## config.mk

```make
export PLATFORM = sky130hd
export DESIGN_NAME = avcc_to_annexb_converter
export DESIGN_NICKNAME = d
export VERILOG_FILES = /design/src/design/acc_pkg.sv /design/src/design/acc_core.sv /design/src/design/acc_outbuf.sv /design/src/design/avcc_to_annexb_converter.sv
export SDC_FILE = /design/constraint.sdc
export NUM_CORES = 1
export LEC_CHECK = 0
export ABC_AREA = 1
export BUFFER_PORTS_ARGS = -buffer_cell sky130_fd_sc_hd__buf_2
export CORE_ASPECT_RATIO = 0.7
export CORE_MARGIN = 4
export CORE_UTILIZATION = 40
export CTS_BUF_LIST = sky130_fd_sc_hd__clkbuf_8
export CTS_CLUSTER_DIAMETER = 40
export DETAILED_ROUTE_END_ITERATION = 8
export PLACE_DENSITY = 0.62
export SLEW_MARGIN = 20
export SYNTH_ARGS = -nofsm -noshare
export SYNTH_HDL_FRONTEND = slang
export SYNTH_SLANG_ARGS = --single-unit
```

## constraint.sdc

```tcl
create_clock -name clk -period 4.2 [get_ports clk]
set_input_delay 1.26 -clock clk [delete_from_list [all_inputs] [get_ports clk]]
set_output_delay 1.26 -clock clk [all_outputs]
set_load 0.1 [all_outputs]
```

## src/design/acc_pkg.sv

```systemverilog
// Types and constants for the AVCC to Annex B converter.
// Shared by acc_core, acc_outbuf and the top level; no dependencies.
package acc_pkg;

	localparam logic [31:0] MAX_PACKET_BYTES = 32'd1048576;

	// closing report status codes
	localparam logic [1:0] ST_OK             = 2'd0;
	localparam logic [1:0] ST_OVERRUN        = 2'd1;
	localparam logic [1:0] ST_PREFIX_CUT     = 2'd2;
	localparam logic [1:0] ST_NOT_CONFIGURED = 2'd3;

	// configuration register indexes
	localparam logic CFG_PREFIX_BYTES = 1'b0;
	localparam logic CFG_FORMAT_READY = 1'b1;

	localparam logic [2:0] PREFIX_BYTES_RESET = 3'd4;
	localparam logic [2:0] PREFIX_BYTES_MAX   = 3'd4;

	localparam int unsigned START_LEN = 4;
	localparam logic [START_LEN-1:0][7:0] START_CODE = {8'h01, 8'h00, 8'h00, 8'h00};

	typedef struct packed {
		logic [7:0]  in_byte;
		logic [19:0] bytes_after;
	} in_item_t;

	typedef struct packed {
		logic [7:0]  out_byte;
		logic        packet_end;
		logic [31:0] total_bytes;
		logic [1:0]  status;
	} out_item_t;

	// results produced by one input byte, entry 0 first
	typedef struct packed {
		logic [2:0]                     count;
		out_item_t [START_LEN-1:0]      items;
	} batch_t;

endpackage

```

## src/design/acc_core.sv

```systemverilog
// Parser core: holds configuration and per-packet state, turns one byte into
// a batch of up to four results. Depends on acc_pkg.
module acc_core (
	input  logic              clk,
	input  logic              arst_n,
	input  logic              cfg_we,
	input  logic              cfg_index,
	input  logic [2:0]        cfg_data,
	input  logic              go,
	input  acc_pkg::in_item_t item,
	output acc_pkg::batch_t   batch
);
	import acc_pkg::*;

	logic [2:0]  prefix_bytes_q;
	logic        format_ready_q;

	logic        in_payload_q, in_payload_d;
	logic [1:0]  prefix_seen_q, prefix_seen_d;
	logic [31:0] length_q, length_d;
	logic [19:0] left_q, left_d;
	logic [31:0] out_count_q, out_count_d;
	logic        dropping_q, dropping_d;
	logic [1:0]  err_q, err_d;

	logic [2:0]  need;
	logic        last;
	logic [31:0] acc;
	logic [2:0]  n;

	always_ff @(posedge clk or negedge arst_n) begin
		if (!arst_n) begin
			prefix_bytes_q <= PREFIX_BYTES_RESET;
			format_ready_q <= 1'b0;
		end else if (cfg_we) begin
			case (cfg_index)
				CFG_PREFIX_BYTES: prefix_bytes_q <= cfg_data;
				CFG_FORMAT_READY: format_ready_q <= cfg_data[0];
				default: ;
			endcase
		end
	end

	always_comb begin
		// 0 acts as 1, anything above 4 acts as 4
		if (prefix_bytes_q == 3'd0)
			need = 3'd1;
		else if (prefix_bytes_q > PREFIX_BYTES_MAX)
			need = PREFIX_BYTES_MAX;
		else
			need = prefix_bytes_q;

		last = (item.bytes_after == 20'd0);
		acc  = {length_q[23:0], item.in_byte};

		in_payload_d  = in_payload_q;
		prefix_seen_d = prefix_seen_q;
		length_d      = length_q;
		left_d        = left_q;
		out_count_d   = out_count_q;
		dropping_d    = dropping_q;
		err_d         = err_q;
		n             = 3'd0;
		batch.items   = '0;

		if (!format_ready_q && !dropping_q) begin
			dropping_d = 1'b1;
			err_d      = ST_NOT_CONFIGURED;
		end

		if (!dropping_d) begin
			if (in_payload_q) begin
				batch.items[0].out_byte = item.in_byte;
				n           = 3'd1;
				out_count_d = out_count_q + 32'd1;
				left_d      = left_q - 20'd1;
				if (left_d == 20'd0)
					in_payload_d = 1'b0;
				else if (last)
					err_d = ST_OVERRUN;
			end else begin
				length_d = acc;
				if ({1'b0, prefix_seen_q} + 3'd1 >= need) begin
					prefix_seen_d = 2'd0;
					length_d      = 32'd0;
					if (acc > {12'd0, item.bytes_after} || acc >= MAX_PACKET_BYTES) begin
						dropping_d = 1'b1;
						err_d      = ST_OVERRUN;
					end else if (acc != 32'd0) begin
						for (int i = 0; i < START_LEN; i++)
							batch.items[i].out_byte = START_CODE[i];
						n            = 3'(START_LEN);
						out_count_d  = out_count_q + 32'(START_LEN);
						in_payload_d = 1'b1;
						left_d       = acc[19:0];
					end
				end else begin
					prefix_seen_d = prefix_seen_q + 2'd1;
					if (last)
						err_d = ST_PREFIX_CUT;
				end
			end
		end

		// a start code never comes with the last byte, so the report fits
		if (last) begin
			batch.items[n[1:0]].packet_end  = 1'b1;
			batch.items[n[1:0]].total_bytes = out_count_d;
			batch.items[n[1:0]].status      = err_d;
			n             = n + 3'd1;
			in_payload_d  = 1'b0;
			prefix_seen_d = 2'd0;
			length_d      = 32'd0;
			left_d        = 20'd0;
			out_count_d   = 32'd0;
			dropping_d    = 1'b0;
			err_d         = ST_OK;
		end

		batch.count = n;
	end

	always_ff @(posedge clk or negedge arst_n) begin
		if (!arst_n) begin
			in_payload_q  <= 1'b0;
			prefix_seen_q <= 2'd0;
			length_q      <= 32'd0;
			left_q        <= 20'd0;
			out_count_q   <= 32'd0;
			dropping_q    <= 1'b0;
			err_q         <= ST_OK;
		end else if (go) begin
			in_payload_q  <= in_payload_d;
			prefix_seen_q <= prefix_seen_d;
			length_q      <= length_d;
			left_q        <= left_d;
			out_count_q   <= out_count_d;
			dropping_q    <= dropping_d;
			err_q         <= err_d;
		end
	end

endmodule

```

## src/design/acc_outbuf.sv

```systemverilog
// Result buffer: takes a batch of up to four results and hands them out one
// request per cycle while dst_stall is low, oldest first. Depends on acc_pkg.
module acc_outbuf (
	input  logic               clk,
	input  logic               arst_n,
	input  logic               load,
	input  acc_pkg::batch_t    batch,
	output logic               can_load,
	output logic               dst_valid,
	input  logic               dst_stall,
	output acc_pkg::out_item_t dst_data
);
	import acc_pkg::*;

	out_item_t [START_LEN-1:0] buf_q;
	logic [2:0]                cnt_q;
	logic                      pop;

	assign dst_valid = (cnt_q != 3'd0);
	assign dst_data  = buf_q[0];
	assign pop       = dst_valid && !dst_stall;
	// refill as the final entry leaves, keeping one result per cycle unless stalled
	assign can_load  = (cnt_q == 3'd0) || (cnt_q == 3'd1 && pop);

	always_ff @(posedge clk or negedge arst_n) begin
		if (!arst_n) begin
			cnt_q <= 3'd0;
		end else if (load) begin
			cnt_q <= batch.count;
		end else if (pop) begin
			cnt_q <= cnt_q - 3'd1;
		end
	end

	always_ff @(posedge clk) begin
		if (load) begin
			buf_q <= batch.items;
		end else if (pop) begin
			for (int i = 0; i < START_LEN - 1; i++)
				buf_q[i] <= buf_q[i+1];
		end
	end

endmodule

```

## src/design/avcc_to_annexb_converter.sv

```systemverilog
// AVCC to Annex B converter, top level: input register, parser core and
// result buffer. Depends on acc_pkg, acc_core and acc_outbuf.
//
// Usage: packet bytes arrive on src (valid/stall) with the count of bytes
// still to follow; 0 marks the packet's last byte. Each nonzero-length unit
// is written to dst as 00 00 00 01 followed by its payload bytes. After the
// last byte a closing report (packet_end = 1) gives the output byte count
// and the status. Configuration is written through cfg_we/cfg_index/cfg_data
// while the block is idle: index 0 is prefix_bytes, index 1 format_ready.
// The first result of a byte is offered on dst once the byte's request has
// passed the input register and then been loaded into the result buffer.
// Throughput: one result request per cycle on dst while dst_stall is low;
// a payload byte is taken every cycle unless dst stalls; a byte completing a
// prefix emits four requests and holds the input until the result buffer
// has handed out all but the last of them and that one leaves.
// Reset clears all packet state, sets prefix_bytes to 4 and format_ready to 0
// (unconfigured: packets are dropped and reported with status 3).
// A stall on dst holds the current result; once the buffer and input
// register are full, src_stall rises and no byte is lost.
module avcc_to_annexb_converter (
	input  logic               clk,
	input  logic               arst_n,
	input  logic               src_valid,
	output logic               src_stall,
	input  acc_pkg::in_item_t  src_data,
	output logic               dst_valid,
	input  logic               dst_stall,
	output acc_pkg::out_item_t dst_data,
	input  logic               cfg_we,
	input  logic               cfg_index,
	input  logic [2:0]         cfg_data
);
	import acc_pkg::*;

	logic     valid_s1;
	in_item_t item_s1;
	logic     can_load;
	logic     go;
	batch_t   batch;

	assign go        = valid_s1 && can_load;
	assign src_stall = valid_s1 && !go;

	always_ff @(posedge clk or negedge arst_n) begin
		if (!arst_n) begin
			valid_s1 <= 1'b0;
		end else if (src_valid && !src_stall) begin
			valid_s1 <= 1'b1;
		end else if (go) begin
			valid_s1 <= 1'b0;
		end
	end

	always_ff @(posedge clk) begin
		if (src_valid && !src_stall) begin
			item_s1 <= src_data;
		end
	end

	acc_core u_core (
		.clk       (clk),
		.arst_n    (arst_n),
		.cfg_we    (cfg_we),
		.cfg_index (cfg_index),
		.cfg_data  (cfg_data),
		.go        (go),
		.item      (item_s1),
		.batch     (batch)
	);

	acc_outbuf u_outbuf (
		.clk       (clk),
		.arst_n    (arst_n),
		.load      (go),
		.batch     (batch),
		.can_load  (can_load),
		.dst_valid (dst_valid),
		.dst_stall (dst_stall),
		.dst_data  (dst_data)
	);

endmodule

```

==> summary.txt <==
Status - completed
PostCTS Resize Cnt - 0
# DRC - 0
Post-Route Setup TNS - 0 ps
Most common cell in the netlist - nand2_1
Number of global-route vias before repair - 8262
CTS H-tree depth - 4
Nets - 1358
Minimum clock period - 3570 ps
Actual slew at the worst max-slew pin - 857 ps
GR Util met2 - 0.247
Pleak - 5.15 nW
Crit path DAT - 2310 ps
Cell Area, Synth - 11000 um2
Insertion delay to the later sink of the worst-skew pair - 490 ps
Via Count - 8650
Ranking of synthesized cells by area - edfxtp_1, dfrtp_1, nand2_1
Total track usage - 0.190
Synth Area per Inst - 8.77 um2
Worst Setup End Kind - primary output
Initial Util - 0.408
Largest stage delay on the critical path - 420 ps
Slowest-stage cell, CP - buf_2
Final Cycle Share - 0.849
Synth Net Count - 1319
CTS Hold Bufs - 0
Post-synthesis sequential area ratio - 0.504
Die ar. - 30100 um2
CTS buffer count - 17
DR vias/cell - 5.20
Synth top area share - 0.299
Max Slew Vio Count - 0
Fmax - 0.280 GHz
Area Growth Syn to Fin - 8.00%
Worst vdd ir - 857 uV
Final hold violations - 0
Largest family of logic cells by synthesized area - simple AND/OR/NAND/NOR gates
CP Class - primary input to primary output
CP required - 2940 ps
Post-Syn Instances - 1249
Routability cong. - 0.939
Synth Area in Adders - 0.0377
Avg WL per Cell - 17.0 um
WP buf/inv - 4
Final wirelength - 28300 um
Final setup viols - 0
Drt pass-1 iters - 6
Gr busiest metal - met1
#FFs+latches synth - 199
Fillers - 2640
Root Driver - clkbuf_8
Met3 usage - 0.0451
CP Cell Sequence - buf_2 > inv_1 > a31oi_1 > nand2_1 > inv_1 > buf_2
I/O Buffers - 81
Pwr dens - 608 nW/um2
Startpoint types - primary input
Post-synth EDFFs - 109
Total grt overflow - 0
RSZ-0062 raised after global routing - no
Synth async-reset ratio - 0.452
Ys flop type - edfxtp_1
Clock Path Buffers - 2
Relative slew slack - 0.425
Crit path max fanout - 3
Global-route wire length before repair - 45500 um
DR iter-0 viols - 961
Post-route insts no fill - 1665
Share of layout cells above drive strength 1 - 0.154
Met1 usage - 0.315
Cells after DPL - 1633
HPWL Detailed - 20600 um
Mux share of post-synthesis cell area - 0.00103
Core ar. - 26800 um2
Max-cap violation count - 0
Post-synth top area cell - edfxtp_1
Initial antenna violation count - 0
Top Ports - 82
Pin count of the biggest net entering global routing - 53
Xor and xnor fraction of the mapped netlist area - 0.0176
CTS tree - done
Post-CTS Setup Repair Bufs - 0
Number of diodes - 0
Distinct cells, synth - 57
Clock sink count - 199
Core Rows - 50
Compound-Gate Fraction of Synth Area - 0.0948
Top cells by count, synth - nand2_1, inv_1, nor2_1
Clock transition at the registers of the reported paths - 100 ps
Syn. warnings - 0
Die Ht - 146 um
Simple-Gate Fraction of Synth Area - 0.245
Antenna-violating nets left - 0
CP top delay family - buffers and inverters
Final Skew - 24.3 ps
Die Wd - 206 um
HP Class - flop to flop
-- final cells by class --
| class | instances | area (um2) | share of cell area |
|---|---|---|---|
| Clock inverter | 15 | 158 | 0.0133 |
| Inverter | 160 | 601 | 0.0507 |
| Sequential cell | 199 | 5530 | 0.467 |
| Multi-Input combinational cell | 816 | 4340 | 0.367 |
| Tap cell | 364 | 455 | 0.0385 |
| Timing Repair Buffer | 94 | 518 | 0.0438 |
| Clock buffer | 17 | 234 | 0.0198 |
-- cell families after synthesis --
family,after synthesis
adders and majority gates,33
muxes,1
buffers and inverters,234
AOI/OAI and AO/OA,171
xor gates and xnor gates,22
and+or+nand+nor,589
DFF,199
-- path summary, 6_finish.rpt --
check	from	end	slack (ps)	cells past startpoint
max reg2reg	u_core.prefix_seen_q[0]	u_outbuf.dst_data[4]	1290	11
max in group asynchronous	arst_n	u_core.out_count_q[6]	2550	2
min	u_core.prefix_bytes_q[0]	u_core.prefix_bytes_q[0]	510	2
min in group asynchronous	arst_n	u_core.length_q[15]	840	1
max	dst_stall	src_stall	630	6
min reg2reg	u_core.prefix_bytes_q[0]	u_core.prefix_bytes_q[0]	510	2
-- report_power, final --
group	leakage [nW]	switching [mW]	total [mW]	internal, mW
Sequential	2.11	0.162	2.89	2.73
Clock	0.207	0.784	1.28	0.497
Combinational	2.83	2.56	3.02	0.462
-- cells in the final DEF (no fill, tap or decap), types with 3 or more instances in the layout --
cell,n
a31oi_1,4
xor2_1,22
nor2_4,4
nand2_2,7
nand3_1,70
o21ai_2,3
nor2_1,115
inv_6,5
nand3_2,4
nand2_4,8
o21ai_1,30
dfrtp_1,89
buf_4,13
nand4_1,40
inv_2,16
buf_2,80
inv_8,3
a21oi_2,5
ha_1,33
clkbuf_8,17
nor4_1,7
inv_1,143
edfxtp_1,109
o22ai_1,43
nor2_2,12
nor3_1,9
o21ai_0,35
nand2_1,299
a21oi_1,33
-- through the flow --
stage / hold slack [ps] / power, mW / util / instance area, um2 / setup WS [ps]
after floorplan: 443 / 5.64 / - / 11000 / 128
after global placement: 470 / 5.95 / 0.426 / 11400 / 624
after detailed placement: 480 / 5.97 / 0.426 / 11400 / 622
after CTS: 505 / 7.26 / 0.441 / 11800 / 624
after global routing: 526 / 7.55 / 0.441 / 11800 / 530
final: 511 / 7.20 / 0.441 / 11800 / 633
-- worst reg2reg max path, delay by kind of cell (launching register included) --
| family | cells | cell delay [ps] |
|---|---|---|
| xor gates and xnor gates | 1 | 350 |
| buffers and inverters | 1 | 100 |
| DFF | 1 | 420 |
| adders and majority gates | 2 | 630 |
| and+or+nand+nor | 5 | 770 |
| AOI/OAI and AO/OA | 2 | 390 |
-- layer usage --
metal / up-vias / part of all wire
met3: 21 / 0.091
met4: 0 / 0.0095
met1: 4075 / 0.52
met2: 352 / 0.38
met5: - / 0
li1: 4202 / -
-- registers in the layout (all words and copies together), names as in the netlist --
signal,cells
valid_s1,1
u_core.left_q,20
u_core.dropping_q,1
u_outbuf.cnt_q,3
u_core.out_count_q,32
u_outbuf.dst_data,43
u_core.prefix_bytes_q,3
u_core.prefix_seen_q,2
u_core.format_ready_q,1
u_outbuf.buf_q,38
u_core.length_q,24
item_s1,28
u_core.in_payload_q,1
u_core.err_q,2
No activity file was read; power rests on OpenSTA's default activity.
